### src/rtl/jaur_pkg.sv
`timescale 1ns / 1ps
// ----------------------------------------------------------------------------
// jaur_pkg
// Shared types, register codes and the 32-bit saturation helper.
// ----------------------------------------------------------------------------
package jaur_pkg;

  localparam int PERIOD_W = 21;
  localparam int MASK_W   = 6;
  localparam int CFG_IDX_W  = 2;
  localparam int CFG_DATA_W = 21;

  localparam logic [CFG_IDX_W-1:0] REG_PERIOD = 2'd0;
  localparam logic [CFG_IDX_W-1:0] REG_MASK   = 2'd1;

  localparam logic [PERIOD_W-1:0] PERIOD_RESET = 21'd2304;
  localparam logic [MASK_W-1:0]   MASK_RESET   = 6'd48;

  localparam logic signed [34:0] S32_MAX = 35'sd2147483647;
  localparam logic signed [34:0] S32_MIN = -35'sd2147483648;

  // classified item between front and back
  typedef struct packed {
    logic               rearm;
    logic               unwrap;
    logic [2:0]         joint;
    logic signed [23:0] raw;
    logic signed [15:0] cur;
  } sample_t;

  typedef struct packed {
    logic [2:0]         joint;
    logic signed [31:0] rel;
    logic signed [15:0] cur;
  } result_t;

  function automatic logic signed [31:0] sat32(input logic signed [34:0] v);
    logic signed [31:0] r;
    if (v > S32_MAX) begin
      r = 32'sh7FFF_FFFF;
    end else if (v < S32_MIN) begin
      r = 32'sh8000_0000;
    end else begin
      r = v[31:0];
    end
    return r;
  endfunction

endpackage

### src/rtl/jaur_fifo.sv
`timescale 1ns / 1ps
// ----------------------------------------------------------------------------
// jaur_fifo
// Small register queue with push/full and pop/empty sides.
// ----------------------------------------------------------------------------
module jaur_fifo #(
  parameter int WIDTH = 8,
  parameter int DEPTH = 4
) (
  input  logic             clk,
  input  logic             rst,
  input  logic             push,
  input  logic [WIDTH-1:0] push_data,
  output logic             full,
  input  logic             pop,
  output logic [WIDTH-1:0] pop_data,
  output logic             empty
);

  localparam int PW = (DEPTH > 1) ? $clog2(DEPTH) : 1;
  localparam int CW = $clog2(DEPTH + 1);

  logic [WIDTH-1:0] mem [DEPTH];
  logic [PW-1:0]    wr_ptr;
  logic [PW-1:0]    rd_ptr;
  logic [CW-1:0]    count;
  logic             do_push;
  logic             do_pop;

  assign full     = (count == CW'(DEPTH));
  assign empty    = (count == '0);
  assign do_push  = push && !full;
  assign do_pop   = pop && !empty;
  assign pop_data = mem[rd_ptr];

  always_ff @(posedge clk) begin
    if (do_push) begin
      mem[wr_ptr] <= push_data;
    end
  end

  always_ff @(posedge clk) begin
    if (rst) begin
      wr_ptr <= '0;
      rd_ptr <= '0;
      count  <= '0;
    end else begin
      if (do_push) begin
        wr_ptr <= (wr_ptr == PW'(DEPTH - 1)) ? '0 : wr_ptr + PW'(1);
      end
      if (do_pop) begin
        rd_ptr <= (rd_ptr == PW'(DEPTH - 1)) ? '0 : rd_ptr + PW'(1);
      end
      count <= count + CW'(do_push) - CW'(do_pop);
    end
  end

  a_count_bound: assert property (@(posedge clk) disable iff (rst)
    count <= CW'(DEPTH))
    else $error("queue count beyond depth");

endmodule

### src/rtl/jaur_front.sv
`timescale 1ns / 1ps
// ----------------------------------------------------------------------------
// jaur_front
// Accepts input items, drops bad joints, tags unwrap enable, feeds the queue.
// ----------------------------------------------------------------------------
module jaur_front #(
  parameter int NUM_JOINTS = 6
) (
  input  logic                     clk,
  input  logic                     rst,
  input  logic                     push,
  output logic                     full,
  input  logic                     mode,
  input  logic [2:0]               joint,
  input  logic signed [23:0]       raw_angle,
  input  logic signed [15:0]       motor_current,
  input  logic [jaur_pkg::MASK_W-1:0] mask,
  output logic                     q_push,
  output jaur_pkg::sample_t        q_data,
  input  logic                     q_full
);
  import jaur_pkg::*;

  sample_t    item;
  logic       item_valid;
  sample_t    cls;
  logic       keep;
  logic [2:0] jidx;
  logic [7:0] mask_ext;
  logic       take;

  assign jidx     = joint - 3'd1;
  assign mask_ext = 8'(mask);
  assign keep     = mode || ((joint != 3'd0) && (32'(joint) <= NUM_JOINTS));

  always_comb begin
    cls.rearm  = mode;
    cls.unwrap = (jidx < 3'(MASK_W)) && mask_ext[jidx];
    cls.joint  = joint;
    cls.raw    = raw_angle;
    cls.cur    = motor_current;
  end

  assign full   = item_valid && q_full;
  assign take   = push && !full;
  assign q_push = item_valid;
  assign q_data = item;

  always_ff @(posedge clk) begin
    if (take) begin
      item <= cls;
    end
  end

  always_ff @(posedge clk) begin
    if (rst) begin
      item_valid <= 1'b0;
    end else if (take) begin
      item_valid <= keep;
    end else if (!q_full) begin
      item_valid <= 1'b0;
    end
  end

endmodule

### src/rtl/jaur_back.sv
`timescale 1ns / 1ps
// ----------------------------------------------------------------------------
// jaur_back
// Two-stage execution: unwrap accumulator update, then zero capture and result.
// ----------------------------------------------------------------------------
module jaur_back #(
  parameter int NUM_JOINTS = 6
) (
  input  logic                          clk,
  input  logic                          rst,
  input  logic [jaur_pkg::PERIOD_W-1:0] period,
  input  jaur_pkg::sample_t             q_data,
  input  logic                          q_empty,
  output logic                          q_pop,
  output logic                          res_push,
  output jaur_pkg::result_t             res_data,
  input  logic                          res_full
);
  import jaur_pkg::*;

  localparam int IW = (NUM_JOINTS > 1) ? $clog2(NUM_JOINTS) : 1;
  localparam int XW = (IW > 3) ? IW : 3;

  // stage 1 state
  logic [NUM_JOINTS-1:0] started;
  logic signed [23:0]    prev_raw [NUM_JOINTS];
  logic signed [31:0]    acc      [NUM_JOINTS];
  // stage 2 state
  logic [NUM_JOINTS-1:0] needs_zero;
  logic signed [31:0]    zero_off [NUM_JOINTS];

  // stage 1
  logic [XW-1:0]      idx1_w;
  logic [IW-1:0]      idx1;
  logic signed [24:0] d;
  logic signed [25:0] d2;
  logic signed [25:0] per26;
  logic signed [32:0] per33;
  logic signed [32:0] acc33;
  logic signed [31:0] acc_next;
  logic signed [31:0] acc_use;
  logic               go1;

  // stage register
  logic               p_valid;
  sample_t            p;
  logic signed [31:0] p_acc;
  logic               go2;

  // stage 2
  logic [XW-1:0]      idx2_w;
  logic [IW-1:0]      idx2;
  logic signed [34:0] angle;
  logic signed [31:0] zcap;
  logic signed [31:0] zero_use;

  assign go2   = p_valid && !res_full;
  assign go1   = !q_empty && (!p_valid || go2);
  assign q_pop = go1;

  assign idx1_w = XW'(q_data.joint) - XW'(1);
  assign idx1   = idx1_w[IW-1:0];
  assign per26  = $signed({5'd0, period});
  assign per33  = $signed({12'd0, period});

  always_comb begin
    d  = 25'(q_data.raw) - 25'(prev_raw[idx1]);
    d2 = {d, 1'b0};
    priority if (d2 > per26) begin
      acc33 = 33'(acc[idx1]) - per33;
    end else if (d2 < -per26) begin
      acc33 = 33'(acc[idx1]) + per33;
    end else begin
      acc33 = 33'(acc[idx1]);
    end
    acc_next = sat32(35'(acc33));
    acc_use  = started[idx1] ? acc_next : acc[idx1];
  end

  always_ff @(posedge clk) begin
    if (go1 && !q_data.rearm && q_data.unwrap) begin
      prev_raw[idx1] <= q_data.raw;
    end
  end

  always_ff @(posedge clk) begin
    if (rst) begin
      started <= '0;
      for (int i = 0; i < NUM_JOINTS; i++) begin
        acc[i] <= '0;
      end
    end else if (go1) begin
      if (q_data.rearm) begin
        started <= '0;
        for (int i = 0; i < NUM_JOINTS; i++) begin
          acc[i] <= '0;
        end
      end else if (q_data.unwrap) begin
        started[idx1] <= 1'b1;
        acc[idx1]     <= acc_use;
      end
    end
  end

  always_ff @(posedge clk) begin
    if (go1) begin
      p     <= q_data;
      p_acc <= acc_use;
    end
  end

  always_ff @(posedge clk) begin
    if (rst) begin
      p_valid <= 1'b0;
    end else if (go1) begin
      p_valid <= 1'b1;
    end else if (go2) begin
      p_valid <= 1'b0;
    end
  end

  // stage 2: angle, zero capture, relative angle
  assign idx2_w = XW'(p.joint) - XW'(1);
  assign idx2   = idx2_w[IW-1:0];

  always_comb begin
    angle    = p.unwrap ? (35'(p.raw) + 35'(p_acc)) : 35'(p.raw);
    zcap     = sat32(angle);
    zero_use = needs_zero[idx2] ? zcap : zero_off[idx2];
    res_data.joint = p.joint;
    res_data.rel   = sat32(angle - 35'(zero_use));
    res_data.cur   = p.cur;
  end

  assign res_push = go2 && !p.rearm;

  always_ff @(posedge clk) begin
    if (go2 && !p.rearm && needs_zero[idx2]) begin
      zero_off[idx2] <= zcap;
    end
  end

  always_ff @(posedge clk) begin
    if (rst) begin
      needs_zero <= '1;
    end else if (go2) begin
      if (p.rearm) begin
        needs_zero <= '1;
      end else begin
        needs_zero[idx2] <= 1'b0;
      end
    end
  end

  a_rearm_started: assert property (@(posedge clk) disable iff (rst)
    go1 && q_data.rearm |=> started == '0)
    else $error("re-arm left a joint started");

  a_rearm_zero: assert property (@(posedge clk) disable iff (rst)
    go2 && p.rearm |=> needs_zero == '1)
    else $error("re-arm did not request new zeros");

  a_no_overrun: assert property (@(posedge clk) disable iff (rst)
    p_valid && res_full && !go1 |=> p_valid && $stable(p))
    else $error("stage register lost an item under stall");

endmodule

### src/rtl/joint_angle_unwrap_rezero.sv
`timescale 1ns / 1ps
// ----------------------------------------------------------------------------
// joint_angle_unwrap_rezero
// Per-joint angle unwrap with zero capture for a stream of joint samples.
// ----------------------------------------------------------------------------
// usage
//   input side is a queue: drive the item on mode/joint/raw_angle/motor_current
//   and raise push; a transfer happens on a clock edge with push high and full
//   low. mode high is a re-arm event, which gives no result. samples whose
//   joint is 0 or above NUM_JOINTS are dropped without a result.
//   result side is a queue: while empty is low the oldest result sits on
//   out_joint/rel_angle/out_current, and a transfer happens on an edge with
//   pop high.
//   configuration writes use cfg_valid/cfg_ready (ready is always high):
//   index 0 is the unwrap period, index 1 the joint mask; write only while idle.
//   a result passes the front register, the classify queue, the stage
//   register and the result queue before it shows on the output.
//   throughput: one item per cycle while the receiver keeps up; the per-joint
//   state is read and written in the same cycle in each back stage, so samples
//   of the same joint can follow each other with no gap.
//   reset (synchronous, rst high) empties both queues, restores the register
//   defaults and marks every joint as needing a fresh zero.
//   a stalled receiver fills the result queue, then the stage register, then
//   the classify queue and the front register, and only then does full rise.
// ----------------------------------------------------------------------------
module joint_angle_unwrap_rezero #(
  parameter int NUM_JOINTS = 6
) (
  input  logic                            clk,
  input  logic                            rst,
  // input queue side
  input  logic                            push,
  output logic                            full,
  input  logic                            mode,
  input  logic [2:0]                      joint,
  input  logic signed [23:0]              raw_angle,
  input  logic signed [15:0]              motor_current,
  // result queue side
  output logic                            empty,
  input  logic                            pop,
  output logic [2:0]                      out_joint,
  output logic signed [31:0]              rel_angle,
  output logic signed [15:0]              out_current,
  // configuration write channel
  input  logic                            cfg_valid,
  output logic                            cfg_ready,
  input  logic [jaur_pkg::CFG_IDX_W-1:0]  cfg_index,
  input  logic [jaur_pkg::CFG_DATA_W-1:0] cfg_data
);
  import jaur_pkg::*;

  localparam int Q_DEPTH = 4;

  logic [PERIOD_W-1:0] period;
  logic [MASK_W-1:0]   mask;

  // front to classify queue
  logic    fq_push;
  sample_t fq_in;
  logic    fq_full;
  // classify queue to back
  sample_t bq_out;
  logic    bq_empty;
  logic    bq_pop;
  // back to result queue
  logic    rq_push;
  result_t rq_in;
  logic    rq_full;
  result_t rq_out;

  // configuration registers, writes always taken
  assign cfg_ready = 1'b1;

  always_ff @(posedge clk) begin
    if (rst) begin
      period <= PERIOD_RESET;
      mask   <= MASK_RESET;
    end else if (cfg_valid) begin
      unique case (cfg_index)
        REG_PERIOD: period <= cfg_data[PERIOD_W-1:0];
        REG_MASK:   mask   <= cfg_data[MASK_W-1:0];
        default: begin
        end
      endcase
    end
  end

  // front: accept, drop bad joints, tag unwrap enable
  jaur_front #(
    .NUM_JOINTS(NUM_JOINTS)
  ) u_front (
    .clk           (clk),
    .rst           (rst),
    .push          (push),
    .full          (full),
    .mode          (mode),
    .joint         (joint),
    .raw_angle     (raw_angle),
    .motor_current (motor_current),
    .mask          (mask),
    .q_push        (fq_push),
    .q_data        (fq_in),
    .q_full        (fq_full)
  );

  // queue between front and back
  jaur_fifo #(
    .WIDTH($bits(sample_t)),
    .DEPTH(Q_DEPTH)
  ) u_cls_q (
    .clk       (clk),
    .rst       (rst),
    .push      (fq_push),
    .push_data (fq_in),
    .full      (fq_full),
    .pop       (bq_pop),
    .pop_data  (bq_out),
    .empty     (bq_empty)
  );

  // back: unwrap, zero capture, relative angle
  jaur_back #(
    .NUM_JOINTS(NUM_JOINTS)
  ) u_back (
    .clk      (clk),
    .rst      (rst),
    .period   (period),
    .q_data   (bq_out),
    .q_empty  (bq_empty),
    .q_pop    (bq_pop),
    .res_push (rq_push),
    .res_data (rq_in),
    .res_full (rq_full)
  );

  // result queue, decouples the receiver from the back stages
  jaur_fifo #(
    .WIDTH($bits(result_t)),
    .DEPTH(Q_DEPTH)
  ) u_res_q (
    .clk       (clk),
    .rst       (rst),
    .push      (rq_push),
    .push_data (rq_in),
    .full      (rq_full),
    .pop       (pop),
    .pop_data  (rq_out),
    .empty     (empty)
  );

  assign out_joint   = rq_out.joint;
  assign rel_angle   = rq_out.rel;
  assign out_current = rq_out.cur;

  // results only name real joints
  a_out_joint: assert property (@(posedge clk) disable iff (rst)
    !empty |-> (out_joint != 3'd0) && (32'(out_joint) <= NUM_JOINTS))
    else $error("result carries an invalid joint");

endmodule
### config.mk
export PLATFORM = sky130hd
export DESIGN_NAME = joint_angle_unwrap_rezero
export DESIGN_NICKNAME = d
export VERILOG_FILES = /design/src/rtl/jaur_pkg.sv /design/src/rtl/jaur_fifo.sv /design/src/rtl/jaur_front.sv /design/src/rtl/jaur_back.sv /design/src/rtl/joint_angle_unwrap_rezero.sv
export SDC_FILE = /design/constraint.sdc
export NUM_CORES = 2
export LEC_CHECK = 0
export BUFFER_PORTS_ARGS = -buffer_cell sky130_fd_sc_hd__buf_2
export CAP_MARGIN = 20
export CORE_MARGIN = 2
export CORE_UTILIZATION = 55
export DETAILED_ROUTE_END_ITERATION = 10
export GPL_ROUTABILITY_DRIVEN = 0
export PLACE_DENSITY = 0.83
export SLEW_MARGIN = 30
export SYNTH_ARGS = -nofsm -noshare
export SYNTH_HDL_FRONTEND = slang
export SYNTH_SLANG_ARGS = --single-unit
### constraint.sdc
create_clock -name clk -period 10.06 [get_ports clk]
set_input_delay 0 -clock clk [delete_from_list [all_inputs] [get_ports clk]]
set_output_delay 0 -clock clk [all_outputs]
set_load 0.02 [all_outputs]
==> flow_results.org <==
** Synth
- Most used flip-flop cell after synthesis :: sky130_fd_sc_hd__edfxtp_1
- Count of flip-flops with a built-in enable after synthesis :: 1098
- Synthesized net count :: 4356
- In this run the cell area of the synthesized design comes to 0.0545 sq mm.
- Synthesis inferred 1157 register bits.
- Summing the sequential cell areas from Yosys gives 62.7% of the chip area.
- Syn Inst Count :: 4083
- Async set-or-reset flop fraction in the synthesized netlist :: 0%
- Synth Warn # :: 0
- In this run, distinct cell masters in the synthesized netlist total 100.
- A synthesized cell averages 13.3 sq um.

** CTS
- TritonCTS built the clock tree.
- Total number of H-tree levels :: 3
- Clock Latency Late Sink :: 720 ps
- CTS Buf Count :: 109
- Root buffer cell :: sky130_fd_sc_hd__clkbuf_16
- Register clock-pin slew on the reported worst setup and hold paths :: 60 ps
- The clock passes through at most 3 buffers.
- The tree built by TritonCTS fans out to 1157 sinks.

** Final layout
- Cells with a size suffix above 1 make up 14.5% of the layout.
- After the last flow step, the layout net total stands at 4602.
- Summing all non-filler instances in the final layout gives an area of 0.0619 sq mm.
- Filler instances :: 6686
- P&R area growth vs syn :: 13.7%

** Global route
- Number of antenna violations at the first check in global routing :: 3
- Total track usage :: 29.1%
- Maximum number of pins on one net before global-route repair :: 69
- The first global-routing pass estimated 226000 um of wire.
- Vias in the first global route :: 37549
- Summed over all layers, the global routing overflow is 0.

** Setup path
- CP Data Required Time :: 10450 ps
- Critical path peak fanout :: 41
- The kind of cell with the highest combined delay along the critical path is compound AO/OA/AOI/OAI gates.
- In this design, the stage delay of the slowest critical-path cell is 640 ps.
- The worst setup path is launched from a flip-flop.
- STA classifies the critical path endpoint as a flip-flop.
- Cell type with the highest occurrence count on the critical path :: sky130_fd_sc_hd__a21oi_1
- The critical path in this run is classified as reg -> reg.
- Counting both buffers and inverters, the worst setup path holds a total of 1.
- Cell with the largest stage delay on the worst path :: sky130_fd_sc_hd__a21oi_1
- Arrival time of data at the critical path endpoint :: 9710 ps

** Status
- Result of the run :: finished clean

** STA
- The worst path uses 92.6% of the clock period.
- Post-route clock skew :: 58.5 ps
- For the pin with the worst max-slew slack, the measured transition is 1050 ps.
- Setup repair after global routing missed its margin :: false
- TNS Setup :: 0 ps
- Slew headroom :: 29.6%
- Final slew viol count :: 0
- Minimum period implied by the final worst setup slack :: 9310 ps
- Final Hold Violating Endpoints :: 0
- Peak clock frequency supported by timing :: 0.107 GHz
- Setup violations remaining at the end of the flow were counted as 0.
- Across all setup checks in the final design, the least slack found is 748 ps.

** Detailed routing
- Detail-routed via count per cell :: 6.66
- The first routing iteration left 5126 violations.
- Vias :: 38037
- Drt pass-1 iters :: 7
- Routed wirelength normalized by instance count :: 26.3 um
- Remaining antenna violation count :: 0
- Total DRC errors in the routed layout :: 0
- The routed design has 151000 um of wire.

** Place
- Port buffering added 124 buffers.
- HPWL reported at the end of detailed placement :: 91600 um
- Timing analysis after detailed placement gives a worst setup slack of 1080 ps.
- Post-DP Area :: 0.0568 sq mm

** Floorplan
- Die Outline Area :: 0.102 sq mm
- Die Y :: 319 um
- The initial utilization of the core area, before any placement, comes to 55.4%.
- During I/O placement, the number of pins put on the boundary was 126.
- Standard-cell row count :: 115
- Horizontal die dimension :: 319 um
- Core region area :: 0.0983 sq mm

** Run
- Max-cap violations in this run came to 0.

** Worst hold path
- In this run the worst hold path is classified as in -> reg.
## cells in the mapped netlist, drive strengths merged (69+ instances only)
| cell type | count | area (sq um) |
|---|---|---|
| inv | 133 | 499 |
| mux2i | 101 | 1020 |
| nor2 | 251 | 955 |
| o21ai | 141 | 706 |
| ha | 194 | 2430 |
| edfxtp | 1098 | 33000 |
| nor3 | 69 | 345 |
| mux4 | 109 | 2450 |
| a21oi | 471 | 2390 |
| nand2 | 304 | 1140 |
| a21o | 100 | 751 |
| clkbuf | 150 | 563 |
## layout make-up
class / instances / area, sq um / area share (%)
antenna: 2 / 5.00 / 0.00808
clock buffer: 139 / 2910 / 4.70
clock inverter: 68 / 806 / 1.30
inverter: 134 / 505 / 0.816
multi-input combinational: 2591 / 19300 / 31.2
sequential: 1157 / 34200 / 55.2
tap: 1287 / 1610 / 2.60
timing repair buffer: 336 / 2590 / 4.19
## metal layers
layer	GRT usage [%]	up-vias	share of wire [%]
met2	47.3	2721	48
li1	-	16311	-
met1	37.1	18510	36
met4	15.5	6	5.5
met5	0	-	0.029
met3	5.72	489	11
## state kept, by name, indices dropped and copies added, names as in the netlist, 6 cells and up, named ones only
register,flops
u_back.acc,256
u_res_q.mem,204
u_back.zero_off,192
u_cls_q.mem,180
u_back.prev_raw,144
u_front.q_data,45
u_back.p_acc,32
u_back.p,26
period,21
u_back.res_data,19
mask,6
u_back.needs_zero,6
u_back.started,6
## per-stage QoR
step / std cells / util (%) / hold slack (ps)
2_1_floorplan: 4083 / - / 98.9
3_3_place_gp: 5367 / 57.7 / 177
3_5_place_dp: 5369 / 57.8 / 178
4_1_cts: 5711 / 62.9 / 10.1
5_1_grt: 5713 / 63.0 / 31.0
6_report: 5714 / 63.0 / 30.1
## worst reg2reg max path, delay by kind of cell (launching register included)
family,cells,cell delay [ps]
AOI/OAI and AO/OA,18,4460
muxes,3,1030
xor gates and xnor gates,1,190
DFF,1,440
adders and majority gates,3,1100
and+or+nand+nor,7,1440
buffers and inverters,1,360
## placed cells by master (no fill, tap or decap), drive strengths merged, types with 61 or more instances in the layout
cell type,count
mux4,109
o21ai,141
dlygate4sd3,135
ha,194
a22oi,61
nor2,251
nand2,304
a21oi,471
clkbuf,139
inv,138
a21o,100
xnor2,61
edfxtp,1098
mux2i,101
nor3,69
buf,201
## worst paths after layout
path              slack (ps)  cells after the start                 end         startpoint
setup / recovery         750                     33   u_back.acc[6][14]          flip-flop
hold / removal            30                      2  u_front.q_data[31]      raw_angle[15]
setup reg to reg         750                     33   u_back.acc[6][14]          flip-flop
hold reg to reg          450                      2   u_back.started[3]  u_back.started[3]
## logic make-up after synthesis
kind of cell / after synthesis / share of synthesized area [%]
multiplexers: 233 / 6.87
AO/OA/AOI/OAI: 1129 / 13.6
flip-flops: 1157 / 62.7
XOR/XNOR: 85 / 1.37
AND/OR/NAND/NOR: 942 / 8.34
other: 1 / 0.00688
adder cells (fa/ha/maj): 201 / 4.71
buffers and inverters: 335 / 2.38
## what timing repair did
item / in CTS / in global routing
resized for setup: 0 / 2
buffers inserted: 0 / 0
setup endpoints to repair: 0 / 82
hold endpoints to repair: 123 / 0
hold buffers: 135 / 0
Power is not shown: default switching activity piles up to over one toggle a cycle in this logic, so the estimate is an artifact.
